===== config.mk =====
export PLATFORM = sky130hd
export DESIGN_NAME = best_fit_partition_allocator_unit
export DESIGN_NICKNAME = d
export VERILOG_FILES = /design/src/rtl/core/bfpa_pkg.sv /design/src/rtl/core/best_fit_partition_allocator_unit.sv
export SDC_FILE = /design/constraint.sdc
export NUM_CORES = 2
export LEC_CHECK = 0
export BUFFER_PORTS_ARGS = -buffer_cell sky130_fd_sc_hd__buf_2
export CAP_MARGIN = 20
export CORE_UTILIZATION = 32
export CTS_BUF_LIST = sky130_fd_sc_hd__clkbuf_4 sky130_fd_sc_hd__clkbuf_8 sky130_fd_sc_hd__clkbuf_16
export CTS_CLUSTER_DIAMETER = 60
export DETAILED_ROUTE_END_ITERATION = 8
export PLACE_DENSITY = 0.57
export SLEW_MARGIN = 20
export SYNTH_ARGS = -nofsm -noshare
export SYNTH_HDL_FRONTEND = slang
export SYNTH_SLANG_ARGS = --single-unit

===== constraint.sdc =====
create_clock -name clk -period 7 [get_ports clk]
set_input_delay 0.7 -clock clk [delete_from_list [all_inputs] [get_ports clk]]
set_output_delay 0.7 -clock clk [all_outputs]
set_load 0.005 [all_outputs]

===== src/rtl/core/bfpa_pkg.sv =====
// Shared types and constants of the best-fit partition allocator.
package bfpa_pkg;

	localparam int unsigned MEM_UNITS = 1024;
	localparam int unsigned ADDR_W    = 10;
	localparam int unsigned LEN_W     = 11;
	localparam int unsigned ID_W      = 8;

	typedef enum logic [1:0] {
		ST_OK       = 2'd0,
		ST_NOFIT    = 2'd1,
		ST_NOTFOUND = 2'd2,
		ST_FULL     = 2'd3
	} status_t;

	typedef enum logic {
		MODE_ALLOC = 1'b0,
		MODE_FREE  = 1'b1
	} mode_t;

	typedef enum logic [2:0] {
		S_IDLE,
		S_OSCAN,
		S_FSCAN,
		S_COMMIT,
		S_RESP
	} state_t;

	typedef struct packed {
		logic [ADDR_W-1:0] start;
		logic [LEN_W-1:0]  len;
	} free_ent_t;

	typedef struct packed {
		logic [ID_W-1:0]   tag;
		logic [ADDR_W-1:0] start;
		logic [LEN_W-1:0]  len;
	} owner_ent_t;

	typedef struct packed {
		status_t           status;
		logic [ADDR_W-1:0] start;
		logic [LEN_W-1:0]  len;
	} result_t;

endpackage


===== src/rtl/core/best_fit_partition_allocator_unit.sv =====
// Best-fit partition allocator with address-ordered coalescing of freed blocks.
//
// Requests arrive on the s_ channel: s_tuser is the mode (0 allocate, 1 free
// by owner id), s_tdata carries the owner id and the requested size. Each
// request gives exactly one result transaction on the m_ channel: a status,
// the start address and the size of the block granted or released.
// The free table and the owner table each live in a synchronous memory with
// a registered read; their valid bits are flip-flops. A request first scans
// the owner table, then, unless it ends early, the free table, then writes
// back in the commit state and hands the result to the output register from
// the response state. Both table scans read one entry per cycle. One request
// is in progress at a time; a new one is accepted while the previous result
// still waits in the output register.
// Reset leaves one free block covering the whole pool and no owners; no
// clearing pass is needed. While the receiver stalls, the result holds on
// m_tdata and a finished request waits before its result is loaded.
module best_fit_partition_allocator_unit #(
	parameter int unsigned OWNER_SLOTS = 32,
	parameter int unsigned FREE_SLOTS  = 32
) (
	input  logic        clk,
	input  logic        arst_n,
	input  logic        s_tvalid,
	output logic        s_tready,
	input  logic [23:0] s_tdata,  // [7:0] owner_id, [18:8] req_size, rest zero
	input  logic        s_tuser,  // [0] mode
	output logic        m_tvalid,
	input  logic        m_tready,
	output logic [23:0] m_tdata   // [1:0] status, [11:2] start_addr, [22:12] block_size
);
	import bfpa_pkg::*;

	localparam int unsigned OIW = (OWNER_SLOTS > 1) ? $clog2(OWNER_SLOTS) : 1;
	localparam int unsigned FIW = (FREE_SLOTS > 1) ? $clog2(FREE_SLOTS) : 1;
	localparam int unsigned CW  = ((OIW > FIW) ? OIW : FIW) + 1;
	localparam logic [CW-1:0] OLIM = CW'(OWNER_SLOTS);
	localparam logic [CW-1:0] FLIM = CW'(FREE_SLOTS);

	// Memories and their valid bits.
	free_ent_t  fmem [FREE_SLOTS];
	owner_ent_t omem [OWNER_SLOTS];
	free_ent_t  frd_q;
	owner_ent_t ord_q;
	logic [FREE_SLOTS-1:0]  fvalid_q;
	logic [OWNER_SLOTS-1:0] ovalid_q;
	logic                   f0_init_q;

	// Request and scan state.
	state_t state_q, state_d;
	mode_t             mode_q;
	logic [ID_W-1:0]   id_q;
	logic [LEN_W-1:0]  size_q;
	logic [CW-1:0]     cnt_q;
	logic              v_s1;
	logic [CW-2:0]     idx_s1;

	// Owner scan results.
	logic              own_found_q;
	logic [OIW-1:0]    own_q;
	logic [ADDR_W-1:0] own_start_q;
	logic [LEN_W-1:0]  own_len_q;

	// Free scan results.
	logic              best_found_q, lo_found_q, hi_found_q, spare_found_q;
	logic [FIW-1:0]    best_q, lo_q, hi_q, spare_q;
	logic [ADDR_W-1:0] best_start_q, lo_start_q;
	logic [LEN_W-1:0]  best_len_q, lo_len_q, hi_len_q;

	result_t res_q, res_d;
	result_t out_q;
	logic    out_valid_q;

	// Combinational controls.
	logic       fwe, owe, fset, fclr, oclr;
	logic [FIW-1:0] fwa, fclr_a;
	logic [OIW-1:0] owa;
	free_ent_t  fwd;
	owner_ent_t owd;
	logic       scan_done;
	logic [CW-1:0] lim;
	free_ent_t  fent;
	logic [LEN_W:0] end_s1;
	logic [LEN_W-1:0] own_end;

	assign lim       = (state_q == S_OSCAN) ? OLIM : FLIM;
	assign scan_done = (cnt_q == lim) && !v_s1;
	assign s_tready  = (state_q == S_IDLE);
	assign m_tvalid  = out_valid_q;
	assign m_tdata   = {1'b0, out_q.len, out_q.start, out_q.status};

	// Entry 0 of the free table reads as the whole pool until first written.
	always_comb begin
		if (f0_init_q && (idx_s1[FIW-1:0] == '0)) begin
			fent.start = '0;
			fent.len   = LEN_W'(MEM_UNITS);
		end else begin
			fent = frd_q;
		end
	end
	assign end_s1  = {2'b00, fent.start} + {1'b0, fent.len};
	assign own_end = {1'b0, own_start_q} + own_len_q;

	// Next-state logic.
	always_comb begin
		state_d = state_q;
		unique case (state_q)
			S_IDLE:   if (s_tvalid) state_d = S_OSCAN;
			S_OSCAN: begin
				if (scan_done) begin
					if (mode_q == MODE_ALLOC) begin
						state_d = (own_found_q && size_q != '0) ? S_FSCAN : S_RESP;
					end else begin
						state_d = own_found_q ? S_FSCAN : S_RESP;
					end
				end
			end
			S_FSCAN:  if (scan_done) state_d = S_COMMIT;
			S_COMMIT: state_d = S_RESP;
			S_RESP:   if (!out_valid_q || m_tready) state_d = S_IDLE;
			default:  state_d = S_IDLE;
		endcase
	end

	// Write-back and result of a request.
	always_comb begin
		fwe = 1'b0; owe = 1'b0; fset = 1'b0; fclr = 1'b0; oclr = 1'b0;
		fwa = best_q; fclr_a = best_q; owa = own_q;
		fwd = '0; owd = '0;
		res_d = res_q;
		if (state_q == S_OSCAN && scan_done) begin
			if (mode_q == MODE_ALLOC) begin
				if (!own_found_q) res_d = '{ST_FULL, '0, '0};
				else              res_d = '{ST_NOFIT, '0, '0};
			end else begin
				res_d = '{ST_NOTFOUND, '0, '0};
			end
		end else if (state_q == S_COMMIT) begin
			if (mode_q == MODE_ALLOC) begin
				if (!best_found_q) begin
					res_d = '{ST_NOFIT, '0, '0};
				end else begin
					owe = 1'b1;
					owd = '{id_q, best_start_q, size_q};
					fwe = 1'b1;
					fwd.start = best_start_q + size_q[ADDR_W-1:0];
					fwd.len   = best_len_q - size_q;
					fclr = (best_len_q == size_q);
					res_d = '{ST_OK, best_start_q, size_q};
				end
			end else begin
				res_d = '{ST_OK, own_start_q, own_len_q};
				oclr  = 1'b1;
				priority if (lo_found_q) begin
					fwe = 1'b1; fwa = lo_q;
					fwd.start = lo_start_q;
					fwd.len = lo_len_q + own_len_q + (hi_found_q ? hi_len_q : '0);
					fclr = hi_found_q; fclr_a = hi_q;
				end else if (hi_found_q) begin
					fwe = 1'b1; fwa = hi_q;
					fwd = '{own_start_q, hi_len_q + own_len_q};
				end else if (spare_found_q) begin
					fwe = 1'b1; fwa = spare_q; fset = 1'b1;
					fwd = '{own_start_q, own_len_q};
				end else begin
					oclr  = 1'b0;
					res_d = '{ST_FULL, '0, '0};
				end
			end
		end
	end

	// Memory ports: one write and one registered read each.
	always_ff @(posedge clk) begin
		if (fwe) fmem[fwa] <= fwd;
		if (owe) omem[owa] <= owd;
	end
	always_ff @(posedge clk) begin
		frd_q <= fmem[cnt_q[FIW-1:0]];
		ord_q <= omem[cnt_q[OIW-1:0]];
	end

	// Control registers and valid bits.
	always_ff @(posedge clk or negedge arst_n) begin
		if (!arst_n) begin
			state_q     <= S_IDLE;
			fvalid_q    <= FREE_SLOTS'(1);
			ovalid_q    <= '0;
			f0_init_q   <= 1'b1;
			out_valid_q <= 1'b0;
			v_s1        <= 1'b0;
			cnt_q       <= '0;
		end else begin
			state_q <= state_d;
			if (fwe && fwa == '0) f0_init_q <= 1'b0;
			if (fset) fvalid_q[fwa] <= 1'b1;
			if (fclr) fvalid_q[fclr_a] <= 1'b0;
			if (owe)  ovalid_q[owa] <= 1'b1;
			if (oclr) ovalid_q[own_q] <= 1'b0;
			if (state_q == S_RESP && (!out_valid_q || m_tready)) begin
				out_valid_q <= 1'b1;
			end else if (m_tready) begin
				out_valid_q <= 1'b0;
			end
			// Scan address counter and the valid bit of the registered read.
			if (state_q != state_d) begin
				cnt_q <= '0;
				v_s1  <= 1'b0;
			end else if (state_q == S_OSCAN || state_q == S_FSCAN) begin
				v_s1 <= (cnt_q < lim);
				if (cnt_q < lim) cnt_q <= cnt_q + 1'b1;
			end
		end
	end

	// Payload registers and scan bookkeeping.
	always_ff @(posedge clk) begin
		idx_s1 <= cnt_q[CW-2:0];
		res_q  <= res_d;
		if (state_q == S_RESP && (!out_valid_q || m_tready)) out_q <= res_q;
		if (state_q == S_IDLE) begin
			mode_q        <= mode_t'(s_tuser);
			id_q          <= s_tdata[7:0];
			size_q        <= s_tdata[18:8];
			own_found_q   <= 1'b0;
			best_found_q  <= 1'b0;
			lo_found_q    <= 1'b0;
			hi_found_q    <= 1'b0;
			spare_found_q <= 1'b0;
		end else if (state_q == S_OSCAN && v_s1 && !own_found_q) begin
			// Allocation wants the first idle slot, release the first match.
			if (mode_q == MODE_ALLOC && !ovalid_q[idx_s1[OIW-1:0]]) begin
				own_found_q <= 1'b1;
				own_q       <= idx_s1[OIW-1:0];
			end else if (mode_q == MODE_FREE && ovalid_q[idx_s1[OIW-1:0]] &&
				ord_q.tag == id_q) begin
				own_found_q <= 1'b1;
				own_q       <= idx_s1[OIW-1:0];
				own_start_q <= ord_q.start;
				own_len_q   <= ord_q.len;
			end
		end else if (state_q == S_FSCAN && v_s1) begin
			if (mode_q == MODE_ALLOC) begin
				// Smallest block that fits; the lowest slot wins a tie.
				if (fvalid_q[idx_s1[FIW-1:0]] && fent.len >= size_q &&
					(!best_found_q || fent.len < best_len_q)) begin
					best_found_q <= 1'b1;
					best_q       <= idx_s1[FIW-1:0];
					best_start_q <= fent.start;
					best_len_q   <= fent.len;
				end
			end else if (fvalid_q[idx_s1[FIW-1:0]]) begin
				// Neighbours in address below and above the released block.
				if (!lo_found_q && end_s1[LEN_W-1:0] == {1'b0, own_start_q}) begin
					lo_found_q <= 1'b1;
					lo_q       <= idx_s1[FIW-1:0];
					lo_start_q <= fent.start;
					lo_len_q   <= fent.len;
				end else if (!hi_found_q && {1'b0, fent.start} == own_end) begin
					hi_found_q <= 1'b1;
					hi_q       <= idx_s1[FIW-1:0];
					hi_len_q   <= fent.len;
				end
			end else if (!spare_found_q) begin
				spare_found_q <= 1'b1;
				spare_q       <= idx_s1[FIW-1:0];
			end
		end
	end

endmodule


==> out/metrics.csv <==
metric,value,unit
clockBufferDepth,3,
tritoncts,yes,
place.gp.congestion,0.881,
grt_first_pass_wirelength,294000,microns
antenna_left,0,
cts.clk_slew.worst_paths,60,ps
track_usage,16.5,%
layout-drive-gt1-share,19.8,%
max_slew.worst_pin.slew,1140,ps
ys_seq_area_share,73.1,%
path_class,reg2reg,
final_util,37.2,%
die_h,492,microns
start_kind,flip-flop,
synthTopCellsByArea,"edfxtp_1 69%, mux4_2 6.2%, mux2i_1 4.1%, dfrtp_1 2.4%, a21oi_1 1.8%",
holdWs,79.8,ps
worstHoldEndpoint,mode_q,
finalInstanceArea,0.0885,sq mm
slew_viol_final,0,
powerDensity,331,mW/mm^2
cts_hold_buf,13,
grt.overflow.total,0,
ys.warnings.count,0,
cts_setup_buffers,0,
grt_max_degree,117,
antenna_found_initial,4,
finClkSkew,75.0,ps
initial_core_util,32.2,%
peakVddDrop,0.000266,V
drcViolationCount,16,
min-delay-start,s_tuser,
ys_async_sr_fraction,4.00,%
portBuffers,48,
die-area,0.242,sq mm
vias_per_cell,5.25,
maxSlewHeadroom,23.5,%
final_net_count,4794,
vias,42000,
syn-cell-area,0.0768,sq mm
worst-path-max-fanout,27,
end_kind,flip-flop,
clk_latency,860,ps
wirelength,203000,microns
ff2ff_setup_slack,1740,ps
h-tree-depth,4,
layout-area-overhead-vs-synth,15.3,%
synth_top_area_share,69.1,%
drtPass1Iterations,8,
yosysTopAreaCell,edfxtp_1,
synth_edf_count,1765,
critPathArrivalTime,5710,ps
syn_nets,4616,
synth_cells,4494,
yosysUniqueCellTypes,75,
place_area,0.0819,sq mm
rr_startpoint,idx_s1[1],
synth.avg_cell_area,17.1,sq um
violations,DRC,
rsz0062_at_grt,false,
cts-root-buf,clkbuf_16,
fmax,190,MHz
core-area,0.238,sq mm
hold_depth,1,
rows,179,
dpl.hpwl,120000,microns
synth-main-ff-cell,edfxtp_1,
ios,55,
final.min_clock_period,5260,ps
cap_violations,0,
drtIter0Drc,3685,
power_leakage,33.3,nW
critPathRequiredTime,7450,ps
reg2reg_to,lo_start_q[1],
wl_per_cell,25.3,microns
outcome,finished with violations,
die_x,492,microns
cts-resized-gates,0,
hold_viol,0,
reg2reg_depth,11,
ys_ff_latch,1901,
grt_pass1_vias,41700,
fin_tns_setup,0,ps
setup_violations,0,
clock-sinks,1901,
cts-buffers-inserted,189,
fin_crit_sh,75.1,%
hp-class,in2reg,
## power by group
part	switching, mW	internal [mW]	leakage (nW)	total (mW)
registers	0.504	12.5	21.7	13.1
logic	3.97	2.11	8.48	6.09
clock network	4.41	5.71	3.14	10.1
## how the worst max path moves through the flow
stage | from | end | slack, ps | depth (start not counted)
after floorplan | idx_s1[2] | hi_len_q[0] | 1510 | 15
after global placement | idx_s1[1] | lo_found_q | 1790 | 13
after detailed placement | idx_s1[1] | lo_q[0] | 1790 | 11
after CTS | idx_s1[1] | lo_start_q[1] | 1780 | 11
after global routing | idx_s1[2] | lo_found_q | 1520 | 13
final | idx_s1[1] | lo_start_q[1] | 1740 | 11
## state kept, by name (all words and copies together) (netlist names), 6 cells and up
name	cells
best_start_q	10
ord_q	29
cnt_q	6
own_len_q	11
size_q	11
best_len_q	11
omem	928
lo_start_q	10
id_q	8
fmem	672
lo_len_q	11
hi_len_q	11
m_tdata	23
frd_q	21
res_q	23
ovalid_q	32
own_start_q	10
fvalid_q	32
## worst max-delay path, stage by stage (launching register included)
cell and delay (ps):
dfxtp_1 510, or4_4 650, o21ai_0 500, inv_1 280
ha_1 280, maj3_1 420, a211oi_1 330, o41ai_2 140
o31a_1 300, or4_1 480, nand3_1 100, and4bb_2 860
## cells by family (layout without fill, tap and decap cells)
kind of cell / Yosys count / in the layout / synth area share [%]
buffers and inverters: 292 / 628 / 1.50
AND/OR/NAND/NOR: 639 / 639 / 3.74
other: 1 / 5 / 0.00489
XOR/XNOR: 77 / 77 / 0.879
flip-flops: 1901 / 1901 / 73.1
adder cells (fa/ha/maj): 94 / 94 / 1.68
multiplexers: 634 / 634 / 12.0
AO/OA/AOI/OAI: 856 / 856 / 7.08
## through the flow
stage	total power [mW]	std cells	worst slack (ps)
CTS	29.5	7994	1780
global route	30.3	7998	1520
detailed placement	19.4	7632	1790
floorplan	17.2	4494	1510
finish	29.3	8001	1740
global placement	19.4	7631	1790
## per-layer routing
| metal | global-route usage [%] | up-vias | part of all wire (%) |
|---|---|---|---|
| met1 | 22.4 | 22100 | 43 |
| li1 | - | 18300 | - |
| met5 | 0 | - | 0 |
| met4 | 4.61 | 0 | 2.5 |
| met2 | 27.7 | 1301 | 49 |
| met3 | 2.11 | 296 | 4.9 |
## placed cells by master (no fill, tap or decap), drive strengths merged, types with 12 or more instances in the layout
cell type and count:
edfxtp 1765, nand2 285, inv 59, o22ai 55, a21o 18, nor4 12, dlygate4sd3 14, clkbuf 245
nor2b 13, nand3 18, mux2i 315, o221ai 151, o21ai 214, dfrtp 74, nor2 169, buf 212
xor2 29, clkinv 86, mux4 218, and2 48, nor3 24, nand2b 15, or3 12, ha 78
fa 15, xnor2 48, a21oi 270, o22a 33, a22oi 35, dfxtp 60, mux2 101
## cell type report
type | count | area [sq um]
clock buffers | 245 | 5230
multi-input cells | 2301 | 20000
fillers | 22000 | 150000
inverters | 53 | 199
flip-flops and latches | 1901 | 56100
repair buffers | 226 | 1810
clock inverters | 104 | 1110
diodes | 4 | 10.0
well taps | 3167 | 3960
## Yosys cell counts (13+ instances only)
library cell and number:
nor3_1 24, and2_1 48, clkbuf_1 159, a21oi_1 270, inv_1 53, o22ai_1 55
mux4_2 212, o21ai_0 212, xnor2_1 48, nor2_1 169, o22a_1 33, nand3_1 18
nand2_1 285, ha_1 78, o221ai_1 151, buf_1 47, edfxtp_1 1765, mux2i_1 315
dfxtp_1 60, a22oi_1 35, dfrtp_1 74, nor2b_1 13, xor2_1 29, a21o_1 18
mux2_2 101, fa_1 15, nand2b_1 15, buf_2 29
Note: power is estimated with default switching activity, not from simulation.
